===== config.mk =====
export PLATFORM = sky130hd
export DESIGN_NAME = gamepad_input_conditioner_core
export DESIGN_NICKNAME = d
export VERILOG_FILES = /design/src/hdl/gic_pkg.sv /design/src/hdl/gic_divider.sv /design/src/hdl/gic_sqrt.sv /design/src/hdl/gamepad_input_conditioner_core.sv
export SDC_FILE = /design/constraint.sdc
export NUM_CORES = 2
export LEC_CHECK = 0
export ABC_AREA = 1
export BUFFER_PORTS_ARGS = -buffer_cell sky130_fd_sc_hd__buf_2
export CAP_MARGIN = 5
export CORE_AREA = 8 8 447 449
export DETAILED_ROUTE_END_ITERATION = 10
export DIE_AREA = 0 0 455 457
export GPL_TIMING_DRIVEN = 0
export MAX_ROUTING_LAYER = met4
export PLACE_DENSITY_LB_ADDON = 0.3
export SYNTH_ARGS = -nofsm -noshare
export SYNTH_HDL_FRONTEND = slang
export SYNTH_SLANG_ARGS = --single-unit

===== constraint.sdc =====
create_clock -name clk -period 13.02 [get_ports clk]
set_input_delay 2.604 -clock clk [delete_from_list [all_inputs] [get_ports clk]]
set_output_delay 2.604 -clock clk [all_outputs]
set_load 0.1 [all_outputs]

===== src/hdl/gic_pkg.sv =====
// ----------------------------------------------------------------------------
// gic_pkg: shared types and constants for the gamepad input conditioner
// Register indexes, reset values and the divider and square root request/response beats.
// ----------------------------------------------------------------------------
package gic_pkg;

    localparam int unsigned NUM_REGS = 6;

    typedef enum logic [2:0] {
        REG_LEFT_DZ      = 3'd0,
        REG_RIGHT_DZ     = 3'd1,
        REG_PRESS_LEVEL  = 3'd2,
        REG_RELEASE_LVL  = 3'd3,
        REG_FULL_SCALE   = 3'd4,
        REG_Y_KEEP_SIGN  = 3'd5
    } reg_idx_t;

    localparam logic [14:0] LEFT_DZ_RESET     = 15'd7849;
    localparam logic [14:0] RIGHT_DZ_RESET    = 15'd8689;
    localparam logic [7:0]  PRESS_RESET       = 8'd30;
    localparam logic [7:0]  RELEASE_RESET     = 8'd20;
    localparam logic [14:0] FULL_SCALE_RESET  = 15'd32767;

    localparam logic [16:0] ONE_Q15 = 17'd65536 >> 1;

    // Divider: quotient width, operand width
    localparam int unsigned DIV_W = 48;

    typedef struct packed {
        logic              start;
        logic [DIV_W-1:0]  num;
        logic [DIV_W-1:0]  den;
    } div_req_t;

    typedef struct packed {
        logic              done;
        logic [DIV_W-1:0]  quo;
    } div_rsp_t;

    typedef struct packed {
        logic              start;
        logic [47:0]       radicand;
    } sqrt_req_t;

    typedef struct packed {
        logic              done;
        logic [23:0]       root;
    } sqrt_rsp_t;

endpackage


===== src/hdl/gic_divider.sv =====
// ----------------------------------------------------------------------------
// gic_divider: bit-serial restoring divider
// One quotient bit per cycle.
// ----------------------------------------------------------------------------
module gic_divider (
    input  logic              clk,
    input  logic              rst_n,
    input  gic_pkg::div_req_t req,
    output gic_pkg::div_rsp_t rsp
);

    localparam int unsigned W = gic_pkg::DIV_W;

    logic [W-1:0]   quo_reg;
    logic [W:0]     rem_reg;
    logic [W-1:0]   den_reg;
    logic [5:0]     cnt_reg;
    logic           busy_reg;
    logic           done_reg;
    logic [W:0]     trial;

    // Shift in the next numerator bit and trial-subtract
    assign trial = {rem_reg[W-1:0], quo_reg[W-1]} - {1'b0, den_reg};

    always_ff @(posedge clk or negedge rst_n)
    begin
        if (!rst_n)
        begin
            busy_reg <= 1'b0;
            done_reg <= 1'b0;
            cnt_reg  <= '0;
        end
        else
        begin
            done_reg <= 1'b0;
            if (req.start)
            begin
                busy_reg <= 1'b1;
                cnt_reg  <= 6'(W);
            end
            else if (busy_reg)
            begin
                cnt_reg <= cnt_reg - 6'd1;
                if (cnt_reg == 6'd1)
                begin
                    busy_reg <= 1'b0;
                    done_reg <= 1'b1;
                end
            end
        end
    end

    always_ff @(posedge clk)
    begin
        if (req.start)
        begin
            quo_reg <= req.num;
            rem_reg <= '0;
            den_reg <= req.den;
        end
        else if (busy_reg)
        begin
            if (!trial[W])
            begin
                rem_reg <= trial;
                quo_reg <= {quo_reg[W-2:0], 1'b1};
            end
            else
            begin
                rem_reg <= {rem_reg[W-1:0], quo_reg[W-1]};
                quo_reg <= {quo_reg[W-2:0], 1'b0};
            end
        end
    end

    assign rsp.done = done_reg;
    assign rsp.quo  = quo_reg;

endmodule


===== src/hdl/gic_sqrt.sv =====
// ----------------------------------------------------------------------------
// gic_sqrt: digit-serial integer square root
// Two radicand bits per cycle.
// ----------------------------------------------------------------------------
module gic_sqrt (
    input  logic               clk,
    input  logic               rst_n,
    input  gic_pkg::sqrt_req_t req,
    output gic_pkg::sqrt_rsp_t rsp
);

    logic [47:0] rad_reg;
    logic [25:0] rem_reg;
    logic [23:0] root_reg;
    logic [4:0]  cnt_reg;
    logic        busy_reg;
    logic        done_reg;
    logic [25:0] shifted;
    logic [25:0] trial;

    // Bring down two bits, test against 4*root+1
    assign shifted = {rem_reg[23:0], rad_reg[47:46]};
    assign trial   = shifted - {root_reg, 2'b01};

    always_ff @(posedge clk or negedge rst_n)
    begin
        if (!rst_n)
        begin
            busy_reg <= 1'b0;
            done_reg <= 1'b0;
            cnt_reg  <= '0;
        end
        else
        begin
            done_reg <= 1'b0;
            if (req.start)
            begin
                busy_reg <= 1'b1;
                cnt_reg  <= 5'd24;
            end
            else if (busy_reg)
            begin
                cnt_reg <= cnt_reg - 5'd1;
                if (cnt_reg == 5'd1)
                begin
                    busy_reg <= 1'b0;
                    done_reg <= 1'b1;
                end
            end
        end
    end

    always_ff @(posedge clk)
    begin
        if (req.start)
        begin
            rad_reg  <= req.radicand;
            rem_reg  <= '0;
            root_reg <= '0;
        end
        else if (busy_reg)
        begin
            rad_reg <= {rad_reg[45:0], 2'b00};
            if (!trial[25])
            begin
                rem_reg  <= trial;
                root_reg <= {root_reg[22:0], 1'b1};
            end
            else
            begin
                rem_reg  <= shifted;
                root_reg <= {root_reg[22:0], 1'b0};
            end
        end
    end

    assign rsp.done = done_reg;
    assign rsp.root = root_reg;

endmodule


===== src/hdl/gamepad_input_conditioner_core.sv =====
// ----------------------------------------------------------------------------
// gamepad_input_conditioner_core: controller poll conditioner
// Buttons, trigger hysteresis and radial stick dead zones per poll.
// ----------------------------------------------------------------------------
// Usage:
//  One poll beat enters on the in_ channel (in_valid/in_ready) and one
//  result beat leaves on the out_ channel (out_valid/out_ready).
//  Registers are to be written by the user over the APB port only while the
//  block is idle; the block itself does not enforce this. One poll is worked
//  at a time. Each poll runs a sequencer over one shared bit-serial divider
//  and one square root unit: two trigger divisions, then per stick four
//  squaring steps, one root, one rate division, two axis divisions and a
//  step on to the next stick. A trigger below its press level or with a
//  press level of 255, a stick inside its dead zone or a full scale at or
//  below the dead zone skips divisions.
//  The result waits in an output register; a new poll is taken while it
//  waits, and work stops before the result stage only if it is still full.
//  Reset clears the button history, both trigger flags and the registers
//  to their reset values; no result is pending after reset.
// ----------------------------------------------------------------------------
module gamepad_input_conditioner_core (
    input  logic         clk,
    input  logic         rst_n,
    // configuration
    input  logic         psel,
    input  logic         penable,
    input  logic         pwrite,
    input  logic [4:0]   paddr,
    input  logic [31:0]  pwdata,
    output logic [31:0]  prdata,
    output logic         pready,
    // poll
    input  logic         in_valid,
    output logic         in_ready,
    input  logic         connected,
    input  logic [15:0]  button_bits,
    input  logic [7:0]   left_trigger_raw,
    input  logic [7:0]   right_trigger_raw,
    input  logic signed [15:0] left_x_raw,
    input  logic signed [15:0] left_y_raw,
    input  logic signed [15:0] right_x_raw,
    input  logic signed [15:0] right_y_raw,
    // result
    output logic         out_valid,
    input  logic         out_ready,
    output logic [15:0]  buttons_held,
    output logic [15:0]  buttons_pushed,
    output logic [15:0]  buttons_released,
    output logic [5:0]   trigger_flags,
    output logic [15:0]  left_trigger_level,
    output logic [15:0]  right_trigger_level,
    output logic signed [16:0] left_x_out,
    output logic signed [16:0] left_y_out,
    output logic signed [16:0] right_x_out,
    output logic signed [16:0] right_y_out,
    output logic         input_active
);

    localparam int unsigned W = gic_pkg::DIV_W;

    typedef enum logic [3:0] {
        S_IDLE, S_TDIV, S_TWAIT, S_SQ, S_ROOT, S_RWAIT, S_RATE, S_RATEW,
        S_AXIS, S_AXISW, S_NEXT, S_OUT
    } state_t;

    // Configuration registers
    logic [14:0] ldz_reg, rdz_reg, fs_reg;
    logic [7:0]  press_reg, rel_reg;
    logic        yks_reg;
    logic [2:0]  widx;

    assign pready = 1'b1;
    assign widx   = paddr[4:2];

    always_ff @(posedge clk or negedge rst_n)
    begin
        if (!rst_n)
        begin
            ldz_reg   <= gic_pkg::LEFT_DZ_RESET;
            rdz_reg   <= gic_pkg::RIGHT_DZ_RESET;
            press_reg <= gic_pkg::PRESS_RESET;
            rel_reg   <= gic_pkg::RELEASE_RESET;
            fs_reg    <= gic_pkg::FULL_SCALE_RESET;
            yks_reg   <= 1'b0;
        end
        else if (psel && penable && pwrite)
        begin
            unique case (widx)
                gic_pkg::REG_LEFT_DZ:     ldz_reg   <= pwdata[14:0];
                gic_pkg::REG_RIGHT_DZ:    rdz_reg   <= pwdata[14:0];
                gic_pkg::REG_PRESS_LEVEL: press_reg <= pwdata[7:0];
                gic_pkg::REG_RELEASE_LVL: rel_reg   <= pwdata[7:0];
                gic_pkg::REG_FULL_SCALE:  fs_reg    <= pwdata[14:0];
                gic_pkg::REG_Y_KEEP_SIGN: yks_reg   <= pwdata[0];
                default: ;
            endcase
        end
    end

    always_comb
    begin
        unique case (widx)
            gic_pkg::REG_LEFT_DZ:     prdata = {17'd0, ldz_reg};
            gic_pkg::REG_RIGHT_DZ:    prdata = {17'd0, rdz_reg};
            gic_pkg::REG_PRESS_LEVEL: prdata = {24'd0, press_reg};
            gic_pkg::REG_RELEASE_LVL: prdata = {24'd0, rel_reg};
            gic_pkg::REG_FULL_SCALE:  prdata = {17'd0, fs_reg};
            gic_pkg::REG_Y_KEEP_SIGN: prdata = {31'd0, yks_reg};
            default:                  prdata = '0;
        endcase
    end

    // Work registers
    state_t      state_reg;
    logic [15:0] last_btn_reg;
    logic        lheld_reg, rheld_reg;
    logic        conn_reg;
    logic [15:0] btn_reg;
    logic [7:0]  lt_reg, rt_reg;
    logic signed [15:0] ax_reg [4];
    logic        side_reg;     // 0 left trigger/stick, 1 right
    logic        axsel_reg;    // 0 x, 1 y
    logic [1:0]  sqc_reg;      // squaring step
    logic [32:0] s_reg;
    logic [29:0] dzsq_reg;
    logic [23:0] lq_reg;
    logic [16:0] rate_reg;
    logic        act_reg;
    logic [15:0] tl_reg [2];
    logic signed [16:0] so_reg [4];
    logic        so_zero_reg;

    // Output register
    logic        out_valid_reg;
    logic [15:0] o_held_reg, o_push_reg, o_rel_reg, o_tl_reg, o_tr_reg;
    logic [5:0]  o_flags_reg;
    logic signed [16:0] o_ax_reg [4];
    logic        o_act_reg;

    gic_pkg::div_req_t  dreq;
    gic_pkg::div_rsp_t  drsp;
    gic_pkg::sqrt_req_t qreq;
    gic_pkg::sqrt_rsp_t qrsp;

    gic_divider u_div (.clk(clk), .rst_n(rst_n), .req(dreq), .rsp(drsp));
    gic_sqrt    u_sqrt (.clk(clk), .rst_n(rst_n), .req(qreq), .rsp(qrsp));

    // Current-side selections
    logic [14:0] dz;
    logic [7:0]  tv;
    logic signed [15:0] axv;
    logic [15:0] axmag;
    logic [31:0] sqv;
    logic [15:0] fs_m_dz;

    assign dz    = side_reg ? rdz_reg : ldz_reg;
    assign tv    = side_reg ? rt_reg : lt_reg;
    assign axv   = ax_reg[{side_reg, axsel_reg}];
    assign axmag = axv[15] ? 16'(-axv) : 16'(axv);
    assign sqv   = axmag * axmag;
    assign fs_m_dz = {1'b0, fs_reg} - {1'b0, dz};

    // Divider and square root requests by state
    always_comb
    begin
        dreq.start = 1'b0;
        dreq.num   = '0;
        dreq.den   = 48'd1;
        qreq.start = (state_reg == S_ROOT);
        qreq.radicand = {s_reg[31:0], 16'd0};
        unique case (state_reg)
            S_TDIV:
            begin
                dreq.start = 1'b1;
                dreq.num   = W'({8'(tv - press_reg), 15'd0});
                dreq.den   = W'(9'd255 - {1'b0, press_reg});
            end
            S_RATE:
            begin
                dreq.start = 1'b1;
                dreq.num   = (lq_reg > {1'b0, dz, 8'd0}) ?
                             W'({24'(lq_reg - {1'b0, dz, 8'd0}), 15'd0}) : '0;
                dreq.den   = W'({fs_m_dz[14:0], 8'd0});
            end
            S_AXIS:
            begin
                dreq.start = 1'b1;
                dreq.num   = W'({33'(axmag) * 33'(rate_reg), 8'd0});
                dreq.den   = W'(lq_reg);
            end
            default: ;
        endcase
    end

    // Current poll hysteresis and masks
    logic lnow, rnow;
    logic [15:0] pushed, released;
    assign lnow = lt_reg >= (lheld_reg ? rel_reg : press_reg) && conn_reg;
    assign rnow = rt_reg >= (rheld_reg ? rel_reg : press_reg) && conn_reg;
    assign pushed   = btn_reg & ~last_btn_reg;
    assign released = ~btn_reg & last_btn_reg;

    logic [16:0] yval;
    logic signed [16:0] sq_res;
    assign yval = 17'(drsp.quo);
    assign sq_res = axv[15] ? -$signed(yval) : $signed(yval);

    assign in_ready = (state_reg == S_IDLE);
    assign out_valid = out_valid_reg;

    always_ff @(posedge clk or negedge rst_n)
    begin
        if (!rst_n)
        begin
            state_reg     <= S_IDLE;
            out_valid_reg <= 1'b0;
            last_btn_reg  <= '0;
            lheld_reg     <= 1'b0;
            rheld_reg     <= 1'b0;
            side_reg      <= 1'b0;
            axsel_reg     <= 1'b0;
            sqc_reg       <= '0;
        end
        else
        begin
            if (out_valid_reg && out_ready)
                out_valid_reg <= 1'b0;
            unique case (state_reg)
                S_IDLE:
                begin
                    if (in_valid)
                    begin
                        state_reg <= S_TDIV;
                        side_reg  <= 1'b0;
                        act_reg   <= 1'b0;
                    end
                end
                S_TDIV:
                begin
                    if (tv < press_reg)
                    begin
                        tl_reg[side_reg] <= '0;
                        side_reg <= ~side_reg;
                        if (side_reg)
                        begin
                            state_reg <= S_SQ;
                            sqc_reg <= '0;
                        end
                    end
                    else if (press_reg == 8'd255)
                    begin
                        tl_reg[side_reg] <= 16'(gic_pkg::ONE_Q15);
                        side_reg <= ~side_reg;
                        if (side_reg)
                        begin
                            state_reg <= S_SQ;
                            sqc_reg <= '0;
                        end
                    end
                    else
                        state_reg <= S_TWAIT;
                end
                S_TWAIT:
                begin
                    if (drsp.done)
                    begin
                        tl_reg[side_reg] <= drsp.quo[15:0];
                        side_reg <= ~side_reg;
                        state_reg <= side_reg ? S_SQ : S_TDIV;
                        sqc_reg <= '0;
                    end
                end
                // Square both axes and the dead zone, one product a cycle
                S_SQ:
                begin
                    sqc_reg <= sqc_reg + 2'd1;
                    axsel_reg <= ~axsel_reg;
                    unique case (sqc_reg)
                        2'd0: s_reg <= {1'b0, sqv};
                        2'd1: s_reg <= s_reg + {1'b0, sqv};
                        2'd2: dzsq_reg <= dz * dz;
                        default:
                        begin
                            axsel_reg <= 1'b0;
                            if (s_reg <= {3'd0, dzsq_reg})
                            begin
                                so_zero_reg <= 1'b1;
                                state_reg <= S_NEXT;
                            end
                            else
                            begin
                                so_zero_reg <= 1'b0;
                                act_reg <= 1'b1;
                                state_reg <= S_ROOT;
                            end
                        end
                    endcase
                end
                S_ROOT: state_reg <= S_RWAIT;
                S_RWAIT:
                begin
                    if (qrsp.done)
                    begin
                        lq_reg <= qrsp.root;
                        state_reg <= S_RATE;
                    end
                end
                S_RATE:
                begin
                    if (fs_reg == dz)
                    begin
                        rate_reg <= gic_pkg::ONE_Q15;
                        state_reg <= S_AXIS;
                    end
                    else if (fs_reg < dz)
                    begin
                        rate_reg <= '0;
                        state_reg <= S_AXIS;
                    end
                    else
                        state_reg <= S_RATEW;
                end
                S_RATEW:
                begin
                    if (drsp.done)
                    begin
                        rate_reg <= (drsp.quo > W'(gic_pkg::ONE_Q15)) ?
                                    gic_pkg::ONE_Q15 : drsp.quo[16:0];
                        state_reg <= S_AXIS;
                    end
                end
                S_AXIS: state_reg <= S_AXISW;
                S_AXISW:
                begin
                    if (drsp.done)
                    begin
                        so_reg[{side_reg, axsel_reg}] <= sq_res;
                        axsel_reg <= ~axsel_reg;
                        state_reg <= axsel_reg ? S_NEXT : S_AXIS;
                    end
                end
                S_NEXT:
                begin
                    if (so_zero_reg)
                    begin
                        so_reg[{side_reg, 1'b0}] <= '0;
                        so_reg[{side_reg, 1'b1}] <= '0;
                    end
                    axsel_reg <= 1'b0;
                    sqc_reg <= '0;
                    side_reg <= ~side_reg;
                    state_reg <= side_reg ? S_OUT : S_SQ;
                end
                S_OUT:
                begin
                    if (!out_valid_reg || out_ready)
                    begin
                        out_valid_reg <= 1'b1;
                        last_btn_reg  <= btn_reg;
                        lheld_reg     <= lnow;
                        rheld_reg     <= rnow;
                        side_reg      <= 1'b0;
                        state_reg     <= S_IDLE;
                    end
                end
                default: state_reg <= S_IDLE;
            endcase
        end
    end

    // Capture poll and result payload
    always_ff @(posedge clk)
    begin
        if (state_reg == S_IDLE && in_valid)
        begin
            conn_reg  <= connected;
            btn_reg   <= connected ? button_bits : '0;
            lt_reg    <= connected ? left_trigger_raw : '0;
            rt_reg    <= connected ? right_trigger_raw : '0;
            ax_reg[0] <= connected ? left_x_raw : '0;
            ax_reg[1] <= connected ? left_y_raw : '0;
            ax_reg[2] <= connected ? right_x_raw : '0;
            ax_reg[3] <= connected ? right_y_raw : '0;
        end
        if (state_reg == S_OUT && (!out_valid_reg || out_ready))
        begin
            o_held_reg  <= btn_reg;
            o_push_reg  <= pushed;
            o_rel_reg   <= released;
            o_flags_reg <= {~rnow & rheld_reg, rnow & ~rheld_reg, rnow,
                            ~lnow & lheld_reg, lnow & ~lheld_reg, lnow};
            o_tl_reg    <= tl_reg[0];
            o_tr_reg    <= tl_reg[1];
            o_ax_reg[0] <= so_reg[0];
            o_ax_reg[1] <= yks_reg ? so_reg[1] : -so_reg[1];
            o_ax_reg[2] <= so_reg[2];
            o_ax_reg[3] <= yks_reg ? so_reg[3] : -so_reg[3];
            o_act_reg   <= act_reg || (pushed != '0) ||
                           (lt_reg > rel_reg) || (rt_reg > rel_reg);
        end
    end

    assign buttons_held        = o_held_reg;
    assign buttons_pushed      = o_push_reg;
    assign buttons_released    = o_rel_reg;
    assign trigger_flags       = o_flags_reg;
    assign left_trigger_level  = o_tl_reg;
    assign right_trigger_level = o_tr_reg;
    assign left_x_out          = o_ax_reg[0];
    assign left_y_out          = o_ax_reg[1];
    assign right_x_out         = o_ax_reg[2];
    assign right_y_out         = o_ax_reg[3];
    assign input_active        = o_act_reg;

endmodule


==> impl_metrics.toml <==
[clocking]
clkSlewWorstSetupHoldPaths_ns = 0.06
clock_path_buffers = 3
cts-root-buf = "clkbuf_16"
h-tree-depth = 3
clkSinkCount = 761
hold_buffers = 0
ctsResizeCount = 0
cts_buffers = 88
post_cts_buffers = 0
clock_latency_ns = 0.70
cts_tree = "built"

[synth]
async_flop_share_pct = 13.7
ys_warn_count = 0
synth.avg_cell_area_um2 = 8.13
synth.distinct_cells = 60
synth-edff-count = 493
synth_ff_type = "edfxtp_1"
ys_ff_latch = 761
syn-cell-area_um2 = 63300
ys_seq_area_share_pct = 32.8
syn-instance-count = 7776

[min_path]
worstHoldStart = "tl_reg[0][15]$_DFFE_PP_"
min_path_type = "reg -> reg"
hold_path_end = "left_trigger_level[15]$_DFFE_PP_"
holdPathStages = 0

[worst_setup_path]
reg2regPathDepth = 43
path_max_fanout = 10
regToRegEndpoint = "s_reg[30]$_DFFE_PP_"
endpoint_kind = "flop"
cp_num_buf_inv = 10
crit_type = "reg -> reg"
r2r_setup_slack_ns = 2.27
cp.required_ns = 13.47
cp_top_family = "adder cells"
r2r-start = "side_reg$_DFFE_PN0P_"
slowest_delay_ns = 0.56
path_common_cell = "nand2_1"
crit_arrival_ns = 11.19
cpMaxStageDelayCell = "buf_1"
start_kind = "flop"

[die]
die_y_um = 457
fp.coreArea_um2 = 193000
io-pin-count = 331
initial_core_util_pct = 32.7
fp.dieW_um = 455
std_cell_rows = 162
die_area_um2 = 208000

[placement]
io_buffers = 293
hpwl_um = 166000
gp_congestion = 0.982

[sta]
setup-violations-final = 0
slew_headroom_pct = 12.2
worst_pin_slew_ns = 1.31
grt_setup_unrepaired = "no"
post-route-period-util_pct = 82.5
fin_skew_ns = 0.0463
tns_ns = 0
min_period_ns = 10.75
hold_viol_final = 0
slew_violations = 0
max_freq_mhz = 93.1

[routing]
ant_nets = 0
drt_iter0_drc = 3658
wirelength_um = 203000
drt_first_pass_iters = 8
vias = 53100
wl_per_cell_um = 18.7
drc = 0
viasPerCell = 4.90

[global_route]
grt_usage_pct = 19.7
grt_pass1_vias = 53100
grt_max_degree = 71
antenna_found_initial = 8
grt_pass1_wl_um = 312000
grt_remaining_overflow = 0

[finish]
drive_gt1_share_pct = 7.89
seq_area_um2 = 20700
area_growth_pct = 12.6
n_fill_cell = 20000
nets = 9337
multi_input_area_um2 = 36100

[run_status]
status = "finished, final reports clean"

[flow_run]
maxCapViolations = 0
==> worst reg2reg max path, delay by kind of cell, from the launching register on <==
kind | cells | cell delay [ns]
compound gates | 4 | 1.54
flops | 1 | 0.35
buf+inv | 10 | 1.96
simple gates | 19 | 2.52
xor+xnor | 1 | 0.35
fa+ha+maj | 9 | 3.78
==> layout make-up <==
class / count / area share, %
Clock buffer: 111 / 3.29
Antenna cell: 10 / 0.0351
Multi-Input combinational cell: 5347 / 50.7
Timing Repair Buffer: 307 / 2.52
Tap cell: 2542 / 4.47
Buffer: 230 / 1.51
Clock inverter: 54 / 0.668
Inverter: 1466 / 7.73
Sequential cell: 761 / 29.1
==> worst max path at each step <==
stage                              start             endpoint  slack [ns]  cells after the start
finish              side_reg$_DFFE_PN0P_  s_reg[30]$_DFFE_PP_        2.27                     43
global route        side_reg$_DFFE_PN0P_  s_reg[30]$_DFFE_PP_        1.55                     43
global placement    side_reg$_DFFE_PN0P_  s_reg[30]$_DFFE_PP_        2.33                     43
CTS                 side_reg$_DFFE_PN0P_  s_reg[30]$_DFFE_PP_        2.37                     43
detailed placement  side_reg$_DFFE_PN0P_  s_reg[30]$_DFFE_PP_        2.41                     43
floorplan           side_reg$_DFFE_PN0P_  s_reg[30]$_DFFE_PP_        4.82                     43
==> cell usage in the layout, fill, tap and decap left out, types with 21 or more instances in the layout <==
cell type / n
nor2_1: 788
clkbuf_1: 150
fa_1: 510
xnor2_1: 67
nor3_1: 64
clkbuf_16: 90
inv_1: 1433
nand3_1: 382
nand4_1: 59
nand3b_1: 22
dfxtp_1: 164
edfxtp_1: 493
o21ai_1: 22
conb_1: 30
buf_2: 349
clkinv_1: 21
a22oi_1: 26
xor2_1: 101
a21oi_1: 315
ha_1: 485
inv_2: 27
nand2_1: 1852
o21ai_0: 384
dfrtp_1: 68
or2_2: 32
buf_4: 22
o21bai_1: 22
dfstp_2: 36
==> cell families after synthesis <==
logic type / after synthesis / share of synthesized area [%]
other cells: 2 / 0.0119
flops: 761 / 32.8
xor+xnor: 168 / 2.33
mux: 1 / 0.0158
fa+ha+maj: 995 / 25.7
buf+inv: 1696 / 10.4
simple gates: 3273 / 21.1
compound gates: 880 / 7.60
==> through the flow <==
step	hold slack [ns]	area (µm²)	std cells	setup slack, ns	utilization (%)
global route	0.420	71200	10800	1.55	36.9
floorplan	0.400	63400	7804	4.82	-
detailed placement	0.405	68400	10700	2.41	35.4
global placement	0.403	68000	10600	2.33	35.2
CTS	0.417	71200	10800	2.37	36.8
finish	0.416	71200	10800	2.27	36.9
==> per-layer routing <==
layer / part of all wire (%) / wire length, µm / track usage (%) / vias up
li1: - / - / - / 25400
met1: 44 / 90000 / 26.1 / 25900
met2: 47 / 95100 / 31.8 / 1503
met3: 5.6 / 11400 / 2.39 / 304
met4: 3.2 / 6500 / 5.76 / 0
met5: 0 / 0 / - / -
==> Yosys cell counts (22+ instances only) <==
library cell / number / share of area (%)
xnor2_1: 67 / 0.93
nor2_1: 794 / 4.7
ha_1: 485 / 9.6
o21ai_0: 384 / 3.0
nand3_1: 382 / 3.0
clkbuf_1: 131 / 0.78
dfrtp_1: 68 / 2.7
xor2_1: 101 / 1.4
fa_1: 510 / 16
buf_2: 57 / 0.45
nand4_1: 59 / 0.58
inv_1: 1433 / 8.5
dfstp_2: 36 / 1.5
o21ai_1: 22 / 0.17
nand3b_1: 22 / 0.26
edfxtp_1: 493 / 23
inv_2: 27 / 0.16
a21oi_1: 315 / 2.5
dfxtp_1: 164 / 5.2
nand2_1: 1852 / 11
nor3_1: 64 / 0.51
o21bai_1: 22 / 0.26
or2_2: 32 / 0.32
a22oi_1: 26 / 0.31
Power is left out: the tool's default activity adds up to more than one toggle a clock period on the data nets, which glitch-free logic cannot reach.
